===== src/rtl/alm_pkg.sv =====
// ---------------------------------------------------------------------------
// alm_pkg: shared types and codes for the array linked list manager
// Sequencer states, operation codes and result status codes.
// ---------------------------------------------------------------------------
`default_nettype none

package alm_pkg;

   // operation codes carried on req_tuser
   localparam logic [1:0] FUNC_INS_POS  = 2'd0;
   localparam logic [1:0] FUNC_DEL_POS  = 2'd1;
   localparam logic [1:0] FUNC_INS_SLOT = 2'd2;
   localparam logic [1:0] FUNC_DEL_SLOT = 2'd3;

   // result status carried on rsp_tuser
   localparam logic [1:0] STATUS_OK      = 2'd0;
   localparam logic [1:0] STATUS_ILLEGAL = 2'd1;
   localparam logic [1:0] STATUS_FULL    = 2'd2;

   typedef enum logic [3:0] {
      ST_CLEAR,
      ST_IDLE,
      ST_CHECK,
      ST_WALK,
      ST_INS_RD0,
      ST_INS_RD1,
      ST_INS_WR0,
      ST_INS_WR1,
      ST_DEL_RD,
      ST_DEL_WR0,
      ST_DEL_WR1,
      ST_DONE
   } alm_state_type;

endpackage

`default_nettype wire


===== src/rtl/alm_ram.sv =====
// ---------------------------------------------------------------------------
// alm_ram: single write port, single registered read port memory
// Holds one link or flag array of the slot store.
// ---------------------------------------------------------------------------
`default_nettype none

module alm_ram #(
   parameter  int WIDTH = 6,
   parameter  int DEPTH = 64,
   localparam int AW    = $clog2(DEPTH)
) (
   input  wire logic             clock,
   input  wire logic             wr_en,
   input  wire logic [AW-1:0]    wr_addr,
   input  wire logic [WIDTH-1:0] wr_data,
   input  wire logic [AW-1:0]    rd_addr,
   output logic      [WIDTH-1:0] rd_data
);

   logic [WIDTH-1:0] mem [DEPTH];

   always_ff @(posedge clock) begin
      if (wr_en) begin
         mem[wr_addr] <= wr_data;
      end
      rd_data <= mem[rd_addr];
   end

endmodule

`default_nettype wire


===== src/rtl/array_linked_list_manager_unit.sv =====
// ---------------------------------------------------------------------------
// array_linked_list_manager_unit: doubly linked list over a slot store
// Sentinel-based circular list with a free chain, driven by a sequencer.
// ---------------------------------------------------------------------------
// Usage
//   req channel: one operation per transfer. req_tuser holds the operation
//   (insert after position, delete at position, insert after slot, delete
//   slot); req_tdata holds position, slot and the data word.
//   rsp channel: one result per operation. rsp_tuser holds the status
//   (ok, illegal, full); rsp_tdata holds slot used, size, head and tail.
//   Operations at position 0 or 1 go straight to the update; at p >= 2 the
//   walk reads one next link per cycle from the link memory. Rejected
//   operations skip the update. Result is registered and shows up in the
//   same cycle req_tready returns.
//   One item is in flight at a time: req_tready is high only when idle.
//   Reset: after reset the block sweeps the slot memories once, one slot a
//   cycle, SLOTS cycles, with req_tready low; then it is ready.
//   Stall: a result waits in the output register while rsp_tready is low;
//   the next item may be taken meanwhile, but its result is held back until
//   the register is free.
// ---------------------------------------------------------------------------
`default_nettype none

module array_linked_list_manager_unit #(
   parameter int SLOTS = 64
) (
   input  wire logic        clock,
   input  wire logic        reset,
   input  wire logic        req_tvalid,
   output logic             req_tready,
   // [5:0] position, [11:6] slot, [43:12] value, [47:44] zero
   input  wire logic [47:0] req_tdata,
   // [1:0] func
   input  wire logic [1:0]  req_tuser,
   output logic             rsp_tvalid,
   input  wire logic        rsp_tready,
   // [5:0] slot_used, [11:6] size_now, [17:12] head_slot, [23:18] tail_slot
   output logic      [23:0] rsp_tdata,
   // [1:0] status
   output logic      [1:0]  rsp_tuser
);

   localparam int SW = $clog2(SLOTS);          // slot index width
   localparam int PW = (SW > 6) ? SW : 6;      // position compare width
   localparam int CW = SW + 7;                 // slot range compare width

   // widen or trim an index to the 6-bit result fields
   function automatic logic [5:0] to_field(input logic [SW-1:0] x);
      logic [SW+5:0] w;
      w = {6'b0, x};
      return w[5:0];
   endfunction

   // request fields
   logic [1:0]        req_func;
   logic [5:0]        req_position;
   logic [5:0]        req_slot;
   logic signed [31:0] req_value;

   assign req_func     = req_tuser;
   assign req_position = req_tdata[5:0];
   assign req_slot     = req_tdata[11:6];
   assign req_value    = req_tdata[43:12];

   // sequencer and list state
   alm_pkg::alm_state_type state_ff, state_in;
   logic [SW-1:0] clr_ff, clr_in;
   logic [SW-1:0] free_head_ff, free_head_in;
   logic [SW-1:0] count_ff, count_in;
   logic [SW-1:0] head_ff, head_in;       // mirror of next link of sentinel
   logic [SW-1:0] tail_ff, tail_in;       // mirror of prev link of sentinel

   logic [PW-1:0] pos_w;
   logic [PW-1:0] cnt_w;
   logic [CW-1:0] slot_w;

   assign pos_w  = PW'(req_position);
   assign cnt_w  = PW'(count_ff);
   assign slot_w = CW'(req_slot);

   // per-operation working registers
   logic [1:0]        func_ff, func_in;
   logic [SW-1:0]     pos_ff, pos_in;
   logic [SW-1:0]     slot_ff, slot_in;
   logic              slot_ok_ff, slot_ok_in;
   logic signed [31:0] value_ff, value_in;
   logic [SW-1:0]     k_ff, k_in;
   logic [SW-1:0]     target_ff, target_in;
   logic [SW-1:0]     succ_ff, succ_in;
   logic [SW-1:0]     used_ff, used_in;
   logic [1:0]        status_ff, status_in;

   // result register
   logic        rsp_valid_ff, rsp_valid_in;
   logic [23:0] rsp_data_ff, rsp_data_in;
   logic [1:0]  rsp_user_ff, rsp_user_in;
   logic        rsp_load;

   // shared incrementer / decrementer
   logic [SW-1:0] add_a;
   logic          add_dec;
   logic [SW-1:0] add_sum;

   assign add_sum = add_a + (add_dec ? {SW{1'b1}} : SW'(1));

   // memory ports
   logic          nx_we, pv_we, us_we, dt_we;
   logic [SW-1:0] nx_waddr, pv_waddr, us_waddr, dt_waddr;
   logic [SW-1:0] nx_wdata, pv_wdata;
   logic          us_wdata;
   logic [31:0]   dt_wdata;
   logic [SW-1:0] nx_raddr, pv_raddr, us_raddr;
   logic [SW-1:0] nx_rdata, pv_rdata;
   logic          us_rdata;

   logic full;
   logic pos_legal;
   logic chk_legal;

   assign full = (free_head_ff == '0);

   alm_ram #(.WIDTH(SW), .DEPTH(SLOTS)) u_next_ram (
      .clock   (clock),
      .wr_en   (nx_we),
      .wr_addr (nx_waddr),
      .wr_data (nx_wdata),
      .rd_addr (nx_raddr),
      .rd_data (nx_rdata)
   );

   alm_ram #(.WIDTH(SW), .DEPTH(SLOTS)) u_prev_ram (
      .clock   (clock),
      .wr_en   (pv_we),
      .wr_addr (pv_waddr),
      .wr_data (pv_wdata),
      .rd_addr (pv_raddr),
      .rd_data (pv_rdata)
   );

   alm_ram #(.WIDTH(1), .DEPTH(SLOTS)) u_use_ram (
      .clock   (clock),
      .wr_en   (us_we),
      .wr_addr (us_waddr),
      .wr_data (us_wdata),
      .rd_addr (us_raddr),
      .rd_data (us_rdata)
   );

   // data words: written on insert, cleared on delete
   logic [31:0] slot_data_mem [SLOTS];

   always_ff @(posedge clock) begin
      if (dt_we) begin
         slot_data_mem[dt_waddr] <= dt_wdata;
      end
   end

   // state registers
   always_ff @(posedge clock) begin
      if (reset) begin
         state_ff     <= alm_pkg::ST_CLEAR;
         clr_ff       <= '0;
         free_head_ff <= SW'(1);
         count_ff     <= '0;
         head_ff      <= '0;
         tail_ff      <= '0;
         rsp_valid_ff <= 1'b0;
      end else begin
         state_ff     <= state_in;
         clr_ff       <= clr_in;
         free_head_ff <= free_head_in;
         count_ff     <= count_in;
         head_ff      <= head_in;
         tail_ff      <= tail_in;
         rsp_valid_ff <= rsp_valid_in;
      end
   end

   always_ff @(posedge clock) begin
      func_ff     <= func_in;
      pos_ff      <= pos_in;
      slot_ff     <= slot_in;
      slot_ok_ff  <= slot_ok_in;
      value_ff    <= value_in;
      k_ff        <= k_in;
      target_ff   <= target_in;
      succ_ff     <= succ_in;
      used_ff     <= used_in;
      status_ff   <= status_in;
      rsp_data_ff <= rsp_data_in;
      rsp_user_ff <= rsp_user_in;
   end

   // result register: load when the sequencer finishes, drop on transfer
   always_comb begin
      rsp_valid_in = rsp_valid_ff;
      rsp_data_in  = rsp_data_ff;
      rsp_user_in  = rsp_user_ff;
      if (rsp_load) begin
         rsp_valid_in = 1'b1;
         rsp_user_in  = status_ff;
         rsp_data_in  = {to_field(tail_ff), to_field(head_ff),
                         to_field(count_ff), to_field(used_ff)};
      end else if (rsp_tready) begin
         rsp_valid_in = 1'b0;
      end
   end

   assign rsp_tvalid = rsp_valid_ff;
   assign rsp_tdata  = rsp_data_ff;
   assign rsp_tuser  = rsp_user_ff;

   // sequencer
   always_comb begin
      state_in     = state_ff;
      clr_in       = clr_ff;
      free_head_in = free_head_ff;
      count_in     = count_ff;
      head_in      = head_ff;
      tail_in      = tail_ff;
      func_in      = func_ff;
      pos_in       = pos_ff;
      slot_in      = slot_ff;
      slot_ok_in   = slot_ok_ff;
      value_in     = value_ff;
      k_in         = k_ff;
      target_in    = target_ff;
      succ_in      = succ_ff;
      used_in      = used_ff;
      status_in    = status_ff;
      req_tready   = 1'b0;
      rsp_load     = 1'b0;
      add_a        = count_ff;
      add_dec      = 1'b0;
      pos_legal    = 1'b0;
      chk_legal    = 1'b0;
      nx_we = 1'b0;  nx_waddr = '0;  nx_wdata = '0;  nx_raddr = '0;
      pv_we = 1'b0;  pv_waddr = '0;  pv_wdata = '0;  pv_raddr = '0;
      us_we = 1'b0;  us_waddr = '0;  us_wdata = 1'b0; us_raddr = '0;
      dt_we = 1'b0;  dt_waddr = '0;  dt_wdata = '0;

      case (state_ff)
         alm_pkg::ST_CLEAR: begin
            // rebuild the free chain, one slot a cycle
            add_a    = clr_ff;
            nx_we    = 1'b1;
            nx_waddr = clr_ff;
            nx_wdata = (clr_ff != '0 && clr_ff != SW'(SLOTS - 1)) ? add_sum : '0;
            pv_we    = 1'b1;
            pv_waddr = clr_ff;
            us_we    = 1'b1;
            us_waddr = clr_ff;
            us_wdata = (clr_ff == '0);
            dt_we    = 1'b1;
            dt_waddr = clr_ff;
            clr_in   = add_sum;
            if (clr_ff == SW'(SLOTS - 1)) begin
               state_in = alm_pkg::ST_IDLE;
            end
         end

         alm_pkg::ST_IDLE: begin
            req_tready = 1'b1;
            if (req_tvalid) begin
               func_in    = req_func;
               pos_in     = pos_w[SW-1:0];
               slot_in    = slot_w[SW-1:0];
               slot_ok_in = (slot_w < CW'(SLOTS));
               value_in   = req_value;
               used_in    = '0;
               if (req_func == alm_pkg::FUNC_INS_POS ||
                   req_func == alm_pkg::FUNC_DEL_POS) begin
                  if (req_func == alm_pkg::FUNC_INS_POS) begin
                     pos_legal = (pos_w <= cnt_w);
                  end else begin
                     pos_legal = (pos_w != '0) && (pos_w <= cnt_w);
                  end
                  if (!pos_legal) begin
                     status_in = alm_pkg::STATUS_ILLEGAL;
                     state_in  = alm_pkg::ST_DONE;
                  end else if (req_func == alm_pkg::FUNC_INS_POS && full) begin
                     status_in = alm_pkg::STATUS_FULL;
                     state_in  = alm_pkg::ST_DONE;
                  end else if (pos_w == '0) begin
                     // front insert: after the sentinel
                     target_in = '0;
                     state_in  = alm_pkg::ST_INS_RD0;
                  end else if (pos_w == PW'(1)) begin
                     target_in = head_ff;
                     state_in  = (req_func == alm_pkg::FUNC_INS_POS) ?
                                 alm_pkg::ST_INS_RD0 : alm_pkg::ST_DEL_RD;
                  end else begin
                     nx_raddr = head_ff;
                     k_in     = SW'(1);
                     state_in = alm_pkg::ST_WALK;
                  end
               end else begin
                  us_raddr = slot_w[SW-1:0];
                  state_in = alm_pkg::ST_CHECK;
               end
            end
         end

         alm_pkg::ST_WALK: begin
            // nx_rdata holds the slot at position k+1
            add_a = k_ff;
            if (add_sum == pos_ff) begin
               target_in = nx_rdata;
               state_in  = (func_ff == alm_pkg::FUNC_INS_POS) ?
                           alm_pkg::ST_INS_RD0 : alm_pkg::ST_DEL_RD;
            end else begin
               nx_raddr = nx_rdata;
               k_in     = add_sum;
            end
         end

         alm_pkg::ST_CHECK: begin
            chk_legal = slot_ok_ff && us_rdata &&
                        !(func_ff == alm_pkg::FUNC_DEL_SLOT && slot_ff == '0);
            target_in = slot_ff;
            if (!chk_legal) begin
               status_in = alm_pkg::STATUS_ILLEGAL;
               state_in  = alm_pkg::ST_DONE;
            end else if (func_ff == alm_pkg::FUNC_INS_SLOT) begin
               if (full) begin
                  status_in = alm_pkg::STATUS_FULL;
                  state_in  = alm_pkg::ST_DONE;
               end else begin
                  state_in = alm_pkg::ST_INS_RD0;
               end
            end else begin
               state_in = alm_pkg::ST_DEL_RD;
            end
         end

         alm_pkg::ST_INS_RD0: begin
            nx_raddr = target_ff;
            state_in = alm_pkg::ST_INS_RD1;
         end

         alm_pkg::ST_INS_RD1: begin
            succ_in  = nx_rdata;
            nx_raddr = free_head_ff;
            state_in = alm_pkg::ST_INS_WR0;
         end

         alm_pkg::ST_INS_WR0: begin
            // fill the new slot and pop it off the free chain
            nx_we        = 1'b1;
            nx_waddr     = free_head_ff;
            nx_wdata     = succ_ff;
            pv_we        = 1'b1;
            pv_waddr     = free_head_ff;
            pv_wdata     = target_ff;
            us_we        = 1'b1;
            us_waddr     = free_head_ff;
            us_wdata     = 1'b1;
            dt_we        = 1'b1;
            dt_waddr     = free_head_ff;
            dt_wdata     = value_ff;
            used_in      = free_head_ff;
            free_head_in = nx_rdata;
            state_in     = alm_pkg::ST_INS_WR1;
         end

         alm_pkg::ST_INS_WR1: begin
            // splice between target and its successor
            nx_we     = 1'b1;
            nx_waddr  = target_ff;
            nx_wdata  = used_ff;
            pv_we     = 1'b1;
            pv_waddr  = succ_ff;
            pv_wdata  = used_ff;
            count_in  = add_sum;
            status_in = alm_pkg::STATUS_OK;
            if (target_ff == '0) begin
               head_in = used_ff;
            end
            if (succ_ff == '0) begin
               tail_in = used_ff;
            end
            state_in = alm_pkg::ST_DONE;
         end

         alm_pkg::ST_DEL_RD: begin
            nx_raddr = target_ff;
            pv_raddr = target_ff;
            state_in = alm_pkg::ST_DEL_WR0;
         end

         alm_pkg::ST_DEL_WR0: begin
            // bridge predecessor and successor
            nx_we    = 1'b1;
            nx_waddr = pv_rdata;
            nx_wdata = nx_rdata;
            pv_we    = 1'b1;
            pv_waddr = nx_rdata;
            pv_wdata = pv_rdata;
            if (pv_rdata == '0) begin
               head_in = nx_rdata;
            end
            if (nx_rdata == '0) begin
               tail_in = pv_rdata;
            end
            state_in = alm_pkg::ST_DEL_WR1;
         end

         alm_pkg::ST_DEL_WR1: begin
            // push the freed slot onto the free chain
            nx_we        = 1'b1;
            nx_waddr     = target_ff;
            nx_wdata     = free_head_ff;
            pv_we        = 1'b1;
            pv_waddr     = target_ff;
            us_we        = 1'b1;
            us_waddr     = target_ff;
            dt_we        = 1'b1;
            dt_waddr     = target_ff;
            free_head_in = target_ff;
            add_dec      = 1'b1;
            count_in     = add_sum;
            used_in      = target_ff;
            status_in    = alm_pkg::STATUS_OK;
            state_in     = alm_pkg::ST_DONE;
         end

         alm_pkg::ST_DONE: begin
            if (!rsp_valid_ff || rsp_tready) begin
               rsp_load = 1'b1;
               state_in = alm_pkg::ST_IDLE;
            end
         end

         default: begin
            state_in = alm_pkg::ST_IDLE;
         end
      endcase
   end

endmodule

`default_nettype wire


===== config.mk =====
export PLATFORM = sky130hd
export DESIGN_NAME = array_linked_list_manager_unit
export DESIGN_NICKNAME = d
export VERILOG_FILES = /design/src/rtl/alm_pkg.sv /design/src/rtl/alm_ram.sv /design/src/rtl/array_linked_list_manager_unit.sv
export SDC_FILE = /design/constraint.sdc
export NUM_CORES = 1
export LEC_CHECK = 0
export ABC_AREA = 1
export BUFFER_PORTS_ARGS = -buffer_cell sky130_fd_sc_hd__buf_2
export CAP_MARGIN = 40
export CORE_MARGIN = 3
export CORE_UTILIZATION = 35
export DETAILED_ROUTE_END_ITERATION = 12
export PLACE_DENSITY_LB_ADDON = 0.2
export SYNTH_ARGS = -nofsm -noshare
export SYNTH_HDL_FRONTEND = slang
export SYNTH_SLANG_ARGS = --single-unit

===== constraint.sdc =====
create_clock -name clock -period 9.4 [get_ports clock]
set_input_delay 0.94 -clock clock [delete_from_list [all_inputs] [get_ports clock]]
set_output_delay 0.94 -clock clock [all_outputs]
set_load 0.02 [all_outputs]

==> flow_summary.toml, run 1 <==
[yosys]
synth_warnings = 0
synth_edf_count = 898
synth_top_area_share_pct = 65.2
synth-compound-area-share_pct = 8.49
synth_xor_area_share_pct = 0.0848
synth_fa_ha_area_share_pct = 0.351
synth_mux_area_share_pct = 0
synthDistinctLibCells = 51
ys_top_cells_by_count = "898 x edfxtp_1, 537 x nand2_1, 496 x nand3_1"
synthSimpleGateAreaFrac_pct = 17.2
ys_ff_latch = 946
synth_nets = 3760
syn_area_per_cell_um2 = 11.2
synthArstFlopShare_pct = 0
ys_seq_area_share_pct = 67.6
yosys_most_used_dff = "edfxtp_1"
syn-cell-area_mm2 = 0.0413
yosysMostFrequentCell = "edfxtp_1"
synthTopCellsByArea = "edfxtp_1 65%, nand3_1 6.0%, nand2_1 4.9%"
yosysTopAreaCell = "edfxtp_1"
synth_cells = 3695
synth_top_family_by_area = "simple AND/OR/NAND/NOR gates"

[clock_network]
cts.hold.buffers_added = 0
clk_latency_ns = 0.71
clk_pin_slew_ns = 0.06
htree_levels = 3
ctsLongestPathBuffers = 3
cts_setup_buffers = 0
cts.sink_count = 946
cts_root_buf = "clkbuf_16"
numCtsBuffers = 104
cts_tree = "done"
post_cts_resized = 0

[timing]
period_minus_slack_ns = 6.08
fmax_mhz = 165
maxSlewHeadroom_pct = 38.2
finClkSkew_ns = 0.0799
worst_slack_ns = 3.32
setup_viol = 0
fin_tns_setup_ns = 0
tightest_slew_ns = 0.927
hold_viol_final = 0
fin_crit_sh_pct = 64.7
rsz0062_at_grt = "no"
slew_violations = 0

[drt]
dr.pass1.iters = 6
viasPerCell = 5.21
finalWirelength_mm = 113
antenna_left = 0
vias = 27600
wl_per_cell_um = 21.3
drc = 0
drtIter0Drc = 2366

[worst_setup_path]
cp.required_ns = 9.97
crit_fanout = 74
cp-start-kind = "flop"
critPathKind = "flop to flop"
critPathArrivalTime_ns = 6.65
startpoint = "state_ff[0]$_SDFFE_PP0P_"
r2r_start = "state_ff[0]$_SDFFE_PP0P_"
cp-end-kind = "flop"

[finish]
drive_above_1_share_pct = 8.10
antennaDiodeCount = 0
fillers = 11200
final_net_count = 3759
multi_input_area_mm2 = 0.0109
utilization_pct = 40.0
seqCellArea_mm2 = 0.0279
area.growth.synth_to_final_pct = 12.8

[grt]
grt_pass1_vias = 26900
grt_usage_pct = 18.3
antenna_found_initial = 1
grt_pass1_wl_mm = 171
grt_max_degree = 101
overflow = 0

[floorplanning]
die_w_um = 350
pin_count = 82
design.core.area_mm2 = 0.117
num_rows = 125
initial_core_util_pct = 35.4
die_area_mm2 = 0.122
chipHeight_um = 350

[min_path]
worstHoldStart = "tail_ff[5]$_SDFFE_PP0P_"
hold_class = "flop to flop"

[power_and_ir_drop]
leakage_uw = 0.0164
intPower_uw = 8040
clkPwrFrac_pct = 36.0
ir_drop_uv = 147
switching_power_uw = 3510
seq_power_share_pct = 44.7
power.density_mw_per_mm2 = 248
swShare_pct = 30.4
comb_power_share_pct = 19.3

[flow_run]
drv_cap = 0

[place]
routabilityCongestion = 0.924
hpwl_mm = 66.7
portBuffers = 45
pre_cts_ws_ns = 3.38

[outcome]
run_status = "finished, final reports clean"
==> path summary, 6_finish.rpt <==
| check | cells after the start | end | slack [ns] |
|---|---|---|---|
| worst max-delay path | 27 | u_next_ram.rd_data[2]$_DFF_P_ | 3.32 |
| worst min register to register | 0 | rsp_tdata[23]$_DFFE_PP_ | 0.43 |
| worst min-delay path | 0 | rsp_tdata[23]$_DFFE_PP_ | 0.43 |
| worst max register to register | 27 | u_next_ram.rd_data[2]$_DFF_P_ | 3.32 |
==> critical path: stages (launching register included) <==
cell and delay, ns:
dfxtp_1 0.35, nor2_2 0.22, nand2_2 0.22, inv_2 0.29, nand2_1 0.21, nand2_1 0.10, a21oi_1 0.07, fa_1 0.48
xnor2_1 0.40, inv_1 0.10, nand2_1 0.07, nand2_1 0.05, nor2_1 0.08, nand3_1 0.07, nor2_1 0.09, nand2_1 0.09
nor2_4 0.14, nand2_8 0.12, nand2_8 0.28, buf_4 0.58, buf_4 0.79, nand3b_1 0.15, nand3_1 0.12, nand3_1 0.15
nand3_1 0.19, nand3_1 0.15, nand3_1 0.16, nand2_1 0.06
==> flip-flops by register name, indices dropped and copies added, names as in the netlist, 24 cells and up <==
name            flops
rsp_tdata          24
u_next_ram.mem    384
u_prev_ram.mem    384
u_use_ram.mem      64
==> cells by family (layout without fill, tap and decap cells) <==
family	Yosys count	in the layout
flops	946	946
fa+ha+maj	11	11
buf+inv	638	720
simple gates	1564	1564
xor+xnor	4	4
compound gates	532	532
==> routing by layer <==
metal	wire [um]	vias to the layer above	track usage (%)
met4	2740	0	5.35
li1	-	13100	-
met2	52400	819	29.2
met1	50500	13500	25.6
met3	7350	174	3.21
met5	0	-	0
==> stage by stage <==
stage / hold slack (ns) / power, uW / instance area, um^2 / std cells
after global placement: 0.416 / 7450 / 42900 / 5101
final: 0.430 / 11500 / 46600 / 5301
after detailed placement: 0.418 / 7470 / 43100 / 5112
after global routing: 0.400 / 12000 / 46600 / 5301
after floorplan: 0.400 / 6640 / 41300 / 3695
after CTS: 0.385 / 11600 / 46600 / 5301
==> power by group through the flow <==
stage / clock (uW) / sequential, uW / combinational [uW]
floorplan: 0 / 5240 / 1400
global placement: 0 / 5250 / 2200
detailed placement: 0 / 5250 / 2220
CTS: 4240 / 5160 / 2230
global route: 4410 / 5180 / 2440
finish: 4160 / 5170 / 2220
==> cell usage in the layout (no fill, tap or decap), types with 8 or more instances in the layout <==
cell type	n
ha_1	10
nand3b_1	118
clkinv_2	18
clkbuf_16	106
a21oi_1	104
o211ai_1	27
edfxtp_1	898
o22ai_1	101
o32ai_1	11
nor2_4	10
nor3_1	19
o21ai_0	103
buf_4	46
a31oi_1	10
inv_1	415
dfxtp_1	48
nor2_1	355
clkbuf_1	19
o2bb2ai_1	48
a311oi_1	55
nand3_1	495
inv_2	14
bufinv_16	11
buf_2	48
clkinv_1	16
clkbuf_8	8
a211oi_1	50
nand2_1	537
==> cell type report <==
cell class              count  share of cell area (%)
multi-input cells        2111                    23.4
clock inverters            56                    1.49
flip-flops and latches    946                    59.9
well taps                1524                    4.09
clock buffers             133                    6.08
repair buffers            100                    1.52
inverters                 431                    3.48
(Power assumes the default switching activity.)
==> run 2: changes to the inputs <==
ABC_AREA = 0   (was 1)
clock period = 6.2 ns   (was 9.4 ns; I/O delays follow)
==> flow_summary.toml, run 2 <==
[floorplanning]
die_w_um = 342
die_area_mm2 = 0.117
initial_core_util_pct = 35.4
chipHeight_um = 342
pin_count = 82
design.core.area_mm2 = 0.111
num_rows = 122

[finish]
area.growth.synth_to_final_pct = 15.1
multi_input_area_mm2 = 0.0108
final_net_count = 3088
stdcell_area_mm2 = 0.0454
final_common_cell = "edfxtp_1"
antennaDiodeCount = 0
final_cell_mix = "898 x edfxtp_1, 487 x nand2_1, 282 x nor2_1, 170 x mux2i_1, 144 x nand3_1"
drive_above_1_share_pct = 11.7
stdcell_count = 4599
fillers = 10300
largestRegisters = "u_next_ram.mem: 384 flops, u_prev_ram.mem: 384 flops, u_use_ram.mem: 64 flops"
seqCellArea_mm2 = 0.0279

[clock_network]
cts_root_buf = "clkbuf_16"
ctsLongestPathBuffers = 3
cts.sink_count = 946
numCtsBuffers = 101
htree_levels = 3
clk_latency_ns = 0.71
clk_pin_slew_ns = 0.06
cts.hold.buffers_added = 0
cts_setup_buffers = 0
cts_tree = "done"
post_cts_resized = 0

[place]
place_area_mm2 = 0.0419
portBuffers = 45
routabilityCongestion = 0.877
dp_cells = 4406
hpwl_mm = 70.4

[power_and_ir_drop]
switching_power_uw = 6080
ir_drop_uv = 227
power.density_mw_per_mm2 = 421
leakage_uw = 0.0152
clkPwrFrac_pct = 32.8
swShare_pct = 31.8
intPower_uw = 13000
comb_power_share_pct = 23.4
seq_power_share_pct = 43.9

[min_path]
hold_end = "slot_ff[3]$_DFFE_PP_"
worstHoldStart = "req_tdata[9]"
hold_path_depth = 1
hold_class = "primary input to flop"

[timing]
fmax_mhz = 182
slew_violations = 0
finClkSkew_ns = 0.0590
maxSlewHeadroom_pct = 39.6
setup_viol = 0
period_minus_slack_ns = 5.49
rsz0062_at_grt = "no"
fin_crit_sh_pct = 88.6
hold_slack_ns = 0.112
fin_tns_setup_ns = 0
hold_viol_final = 0
tightest_slew_ns = 0.883

[yosys]
ys_top_cells_by_count = "898 x edfxtp_1, 489 x nand2_1, 283 x nor2_1"
yosysMostFrequentCell = "edfxtp_1"
synthTopCellsByArea = "edfxtp_1 68%, nand2_1 4.7%, mux2i_1 4.3%"
synth_xor_area_share_pct = 0.381
syn_area_per_cell_um2 = 13.4
synth_fa_ha_area_share_pct = 0.368
synthSimpleGateAreaFrac_pct = 11.6
synth_top_family_by_area = "simple AND/OR/NAND/NOR gates"
yosys_most_used_dff = "edfxtp_1"
synth_top_area_share_pct = 68.4
synth_edf_count = 898
yosysTopAreaCell = "edfxtp_1"
ys_ff_latch = 946
synthArstFlopShare_pct = 0
ys_seq_area_share_pct = 70.8
synth_cells = 2942
synth_nets = 3007
synth_mux_area_share_pct = 5.60
synth_warnings = 0
synthDistinctLibCells = 78
syn-cell-area_mm2 = 0.0394
synth-compound-area-share_pct = 9.01

[drt]
dr.pass1.iters = 7
finalWirelength_mm = 110
drtIter0Drc = 2793
drc = 0
vias = 25400
antenna_left = 0
wl_per_cell_um = 23.9
viasPerCell = 5.53

[worst_setup_path]
path_buf_inv = 5
cp_slowest_cell = "dfxtp_1"
r2r_setup_slack_ns = 0.71
cp.required_ns = 6.75
crit_fanout = 21
cp-start-kind = "flop"
crit_family = "compound AO/OA/AOI/OAI gates"
r2r_start = "state_ff[1]$_SDFFE_PP0P_"
max_stage_delay_ns = 0.60
rr_worst_depth = 17
cp-end-kind = "flop"
critPathKind = "flop to flop"
path_cells = "nor2b_1, nand2_1, inv_2, buf_4, ha_1, a21o_1, a31oi_4, xnor3_2, buf_4, a21o_4, buf_12, buf_4, a21oi_1, a221oi_1, a31oi_1, o22ai_1, or4_1"
cp_common_cell = "buf_4"
reg2reg_to = "u_next_ram.rd_data[5]$_DFF_P_"
critPathArrivalTime_ns = 6.04

[flow_run]
drv_cap = 0

[grt]
grt_max_degree = 99
overflow = 0
grt_pass1_wl_mm = 163
antenna_found_initial = 4
grt_usage_pct = 18.6
grt_pass1_vias = 25200

[outcome]
run_status = "finished, final reports clean"
run 2: changes by cell type in the layout (fill, tap and decap cells not counted), moves of 32 or more:
| cell | before | now |
|---|---|---|
| and3_1 | 0 | 33 |
| a22oi_1 | 0 | 33 |
| mux2i_1 | 0 | 170 |
| o22ai_1 | 101 | 57 |
| buf_4 | 46 | 87 |
| a31oi_1 | 10 | 42 |
| nand3b_1 | 118 | 1 |
| nand2_1 | 537 | 487 |
| nor2_1 | 355 | 282 |
| o21ai_0 | 103 | 43 |
| nand3_1 | 495 | 144 |
| inv_1 | 415 | 27 |
| o2bb2ai_1 | 48 | 0 |
run 2: final cells by class:
type,instances,share of cell area [%]
clock inverter,65,1.85
sequential,946,61.6
tap,1488,4.10
clock buffer,126,5.82
inverter,29,0.240
multi-input combinational,1798,23.9
timing repair buffer,147,2.52
run 2: cell families after synthesis:
logic type | after synthesis
AO/OA/AOI/OAI | 509
AND/OR/NAND/NOR | 1068
flip-flops | 946
adder cells (fa/ha/maj) | 11
multiplexers | 198
XOR/XNOR | 12
buffers and inverters | 198
run 2: worst max path at each step:
stage	startpoint	to	slack [ns]	depth (start not counted)
after floorplan	state_ff[1]$_SDFFE_PP0P_	u_next_ram.mem[0][5]$_DFFE_PP_	1.15	13
after global placement	state_ff[1]$_SDFFE_PP0P_	u_next_ram.rd_data[5]$_DFF_P_	0.81	17
after detailed placement	state_ff[1]$_SDFFE_PP0P_	u_next_ram.rd_data[5]$_DFF_P_	0.83	17
after CTS	state_ff[1]$_SDFFE_PP0P_	u_next_ram.rd_data[5]$_DFF_P_	0.72	17
after global routing	state_ff[2]$_SDFFE_PP0P_	u_next_ram.rd_data[5]$_DFF_P_	0.40	18
final	state_ff[1]$_SDFFE_PP0P_	u_next_ram.rd_data[5]$_DFF_P_	0.71	17
run 2: power by group through the flow:
stage	clock, uW	sequential (uW)	combinational (uW)
global placement	0	8490	4280
detailed placement	0	8500	4440
global route	6660	8400	4790
CTS	6390	8370	4450
floorplan	0	8430	2540
finish	6260	8380	4460
run 2: per-stage QoR:
stage               total power, uW  setup WS, ns  utilization, %
finish                        19100         0.707            40.8
global route                  19900         0.400            40.8
CTS                           19200         0.721            40.7
detailed placement            12900         0.829            37.6
global placement              12800         0.812            37.5
floorplan                     11000          1.15               -
run 2: layer usage:
metal  track usage (%)  vias to the layer above  part of all wire (%)
li1                  -                    11400                     -
met1              26.3                    12800                    44
met2              29.6                     1020                    47
met3              2.68                      211                   6.5
met4              5.76                        2                   2.9
met5                 0                        -                 0.012
run 2: worst register-to-register path: stages, from the launching register on:
cell,delay (ns)
dfxtp_1,0.60
nor2b_1,0.55
nand2_1,0.28
inv_2,0.14
buf_4,0.28
ha_1,0.38
a21o_1,0.24
a31oi_4,0.19
xnor3_2,0.49
buf_4,0.24
a21o_4,0.29
buf_12,0.20
buf_4,0.20
a21oi_1,0.14
a221oi_1,0.11
a31oi_1,0.33
o22ai_1,0.24
or4_1,0.44
==> run 3: changes to the inputs <==
CAP_MARGIN = 25   (was 40)
CTS_BUF_LIST = sky130_fd_sc_hd__clkbuf_8   (was default)
==> flow_summary.toml, run 3 (same netlist as run 2, synthesis figures left out) <==
[outcome]
run_status = "finished, final reports clean"

[place]
hpwl_mm = 70.2
dp_cells = 4396
routabilityCongestion = 0.877
place_area_mm2 = 0.0418
portBuffers = 45

[worst_setup_path]
critPathArrivalTime_ns = 6.20
path_buf_inv = 4
critPathKind = "flop to flop"
cp_common_cell = "buf_4"
max_stage_delay_ns = 0.69
rr_worst_depth = 16
path_cells = "nor2b_1, nand2_1, inv_2, buf_4, ha_1, a21oi_1, xnor3_1, nor4_1, buf_4, a21oi_4, nor2_1, buf_4, a311o_1, a211oi_1, nor3_1, nor3_1"
cp-start-kind = "flop"
cp-end-kind = "flop"
crit_cells = 16
cp.required_ns = 6.96
cp_slowest_cell = "a21oi_4"
crit_fanout = 21
crit_family = "compound AO/OA/AOI/OAI gates"

[floorplanning]
pin_count = 82
die_w_um = 342
initial_core_util_pct = 35.4
design.core.area_mm2 = 0.111
die_area_mm2 = 0.117
num_rows = 122
chipHeight_um = 342

[grt]
grt_pass1_wl_mm = 165
overflow = 0
grt_pass1_vias = 25900
grt_max_degree = 99
grt_usage_pct = 18.8
antenna_found_initial = 5

[power_and_ir_drop]
leakage_uw = 0.0153
power.density_mw_per_mm2 = 403
power_uw = 18100
ir_drop_uv = 283

[timing]
slew_violations = 0
hold_viol_final = 0
maxSlewHeadroom_pct = 24.2
setup_viol = 0
period_minus_slack_ns = 5.45
fin_crit_sh_pct = 87.9
finClkSkew_ns = 0.0682
tightest_slew_ns = 1.13
rsz0062_at_grt = "no"
hold_slack_ns = 0.147
fmax_mhz = 184
fin_tns_setup_ns = 0

[drt]
wl_per_cell_um = 23.5
dr.pass1.iters = 7
viasPerCell = 5.50
drc = 0
drtIter0Drc = 2644
antenna_left = 0
finalWirelength_mm = 111
vias = 25900

[clock_network]
numCtsBuffers = 160
clk_pin_slew_ns = 0.06
ctsLongestPathBuffers = 3
cts_root_buf = "clkbuf_8"
cts.sink_count = 946
clk_latency_ns = 0.85
htree_levels = 4
cts_tree = "done"

[min_path]
hold_class = "primary input to flop"
hold_path_depth = 1

[finish]
final_common_cell = "edfxtp_1"
area.growth.synth_to_final_pct = 14.0
stdcell_count = 4703
drive_above_1_share_pct = 12.6
stdcell_area_mm2 = 0.0449
final_net_count = 3149
largestRegisters = "u_next_ram.mem: 384 flops, u_prev_ram.mem: 384 flops, u_use_ram.mem: 64 flops"
final_cell_mix = "898 x edfxtp_1, 487 x nand2_1, 282 x nor2_1, 170 x mux2i_1, 167 x clkbuf_8"

[flow_run]
drv_cap = 0
==> run 3: path summary, 6_finish.rpt <==
path | startpoint | endpoint | slack, ns
max | state_ff[1]$_SDFFE_PP0P_ | u_next_ram.rd_data[4]$_DFF_P_ | 0.75
min | req_tuser[1] | func_ff[1]$_DFFE_PP_ | 0.15
max reg2reg | state_ff[1]$_SDFFE_PP0P_ | u_next_ram.rd_data[4]$_DFF_P_ | 0.75
min reg2reg | status_ff[0]$_DFFE_PP_ | rsp_tuser[0]$_DFFE_PP_ | 0.43
==> run 3: final cells by class <==
cell class                 count  area [um^2]
multi-input combinational   1798        10800
antenna                        4         10.0
clock inverter               122          714
clock buffer                 167         2300
inverter                      29          109
tap                         1488         1860
timing repair buffer         149         1170
fill                       10400        66300
sequential                   946        27900
==> run 3: through the flow <==
step	worst slack, ns	util, %
after floorplan	1.15	-
after global placement	0.812	37.5
after detailed placement	0.817	37.5
after CTS	0.769	40.4
after global routing	0.345	40.4
final	0.752	40.4
==> run 3: layer usage <==
metal	vias up	share of wire (%)	track usage, %
li1	11600	-	-
met1	13000	44	26.2
met2	1057	46	29.6
met3	199	7.3	3.50
met4	2	2.7	6.46
met5	-	0.012	0
==> run 3: timing repair <==
item | in CTS | in global routing
gates resized for setup | 0 | 0
buffers inserted | 0 | 0
endpoints found under the hold margin | 14 | 0
hold buffers | 13 | 0
==> run 3: report_power, final <==
group          switching (uW)  internal, uW  leakage, uW
combinational            3210          1230      0.00520
clock                    2590          2700      0.00171
sequential                280          8100      0.00836
total                    6080         12000       0.0153
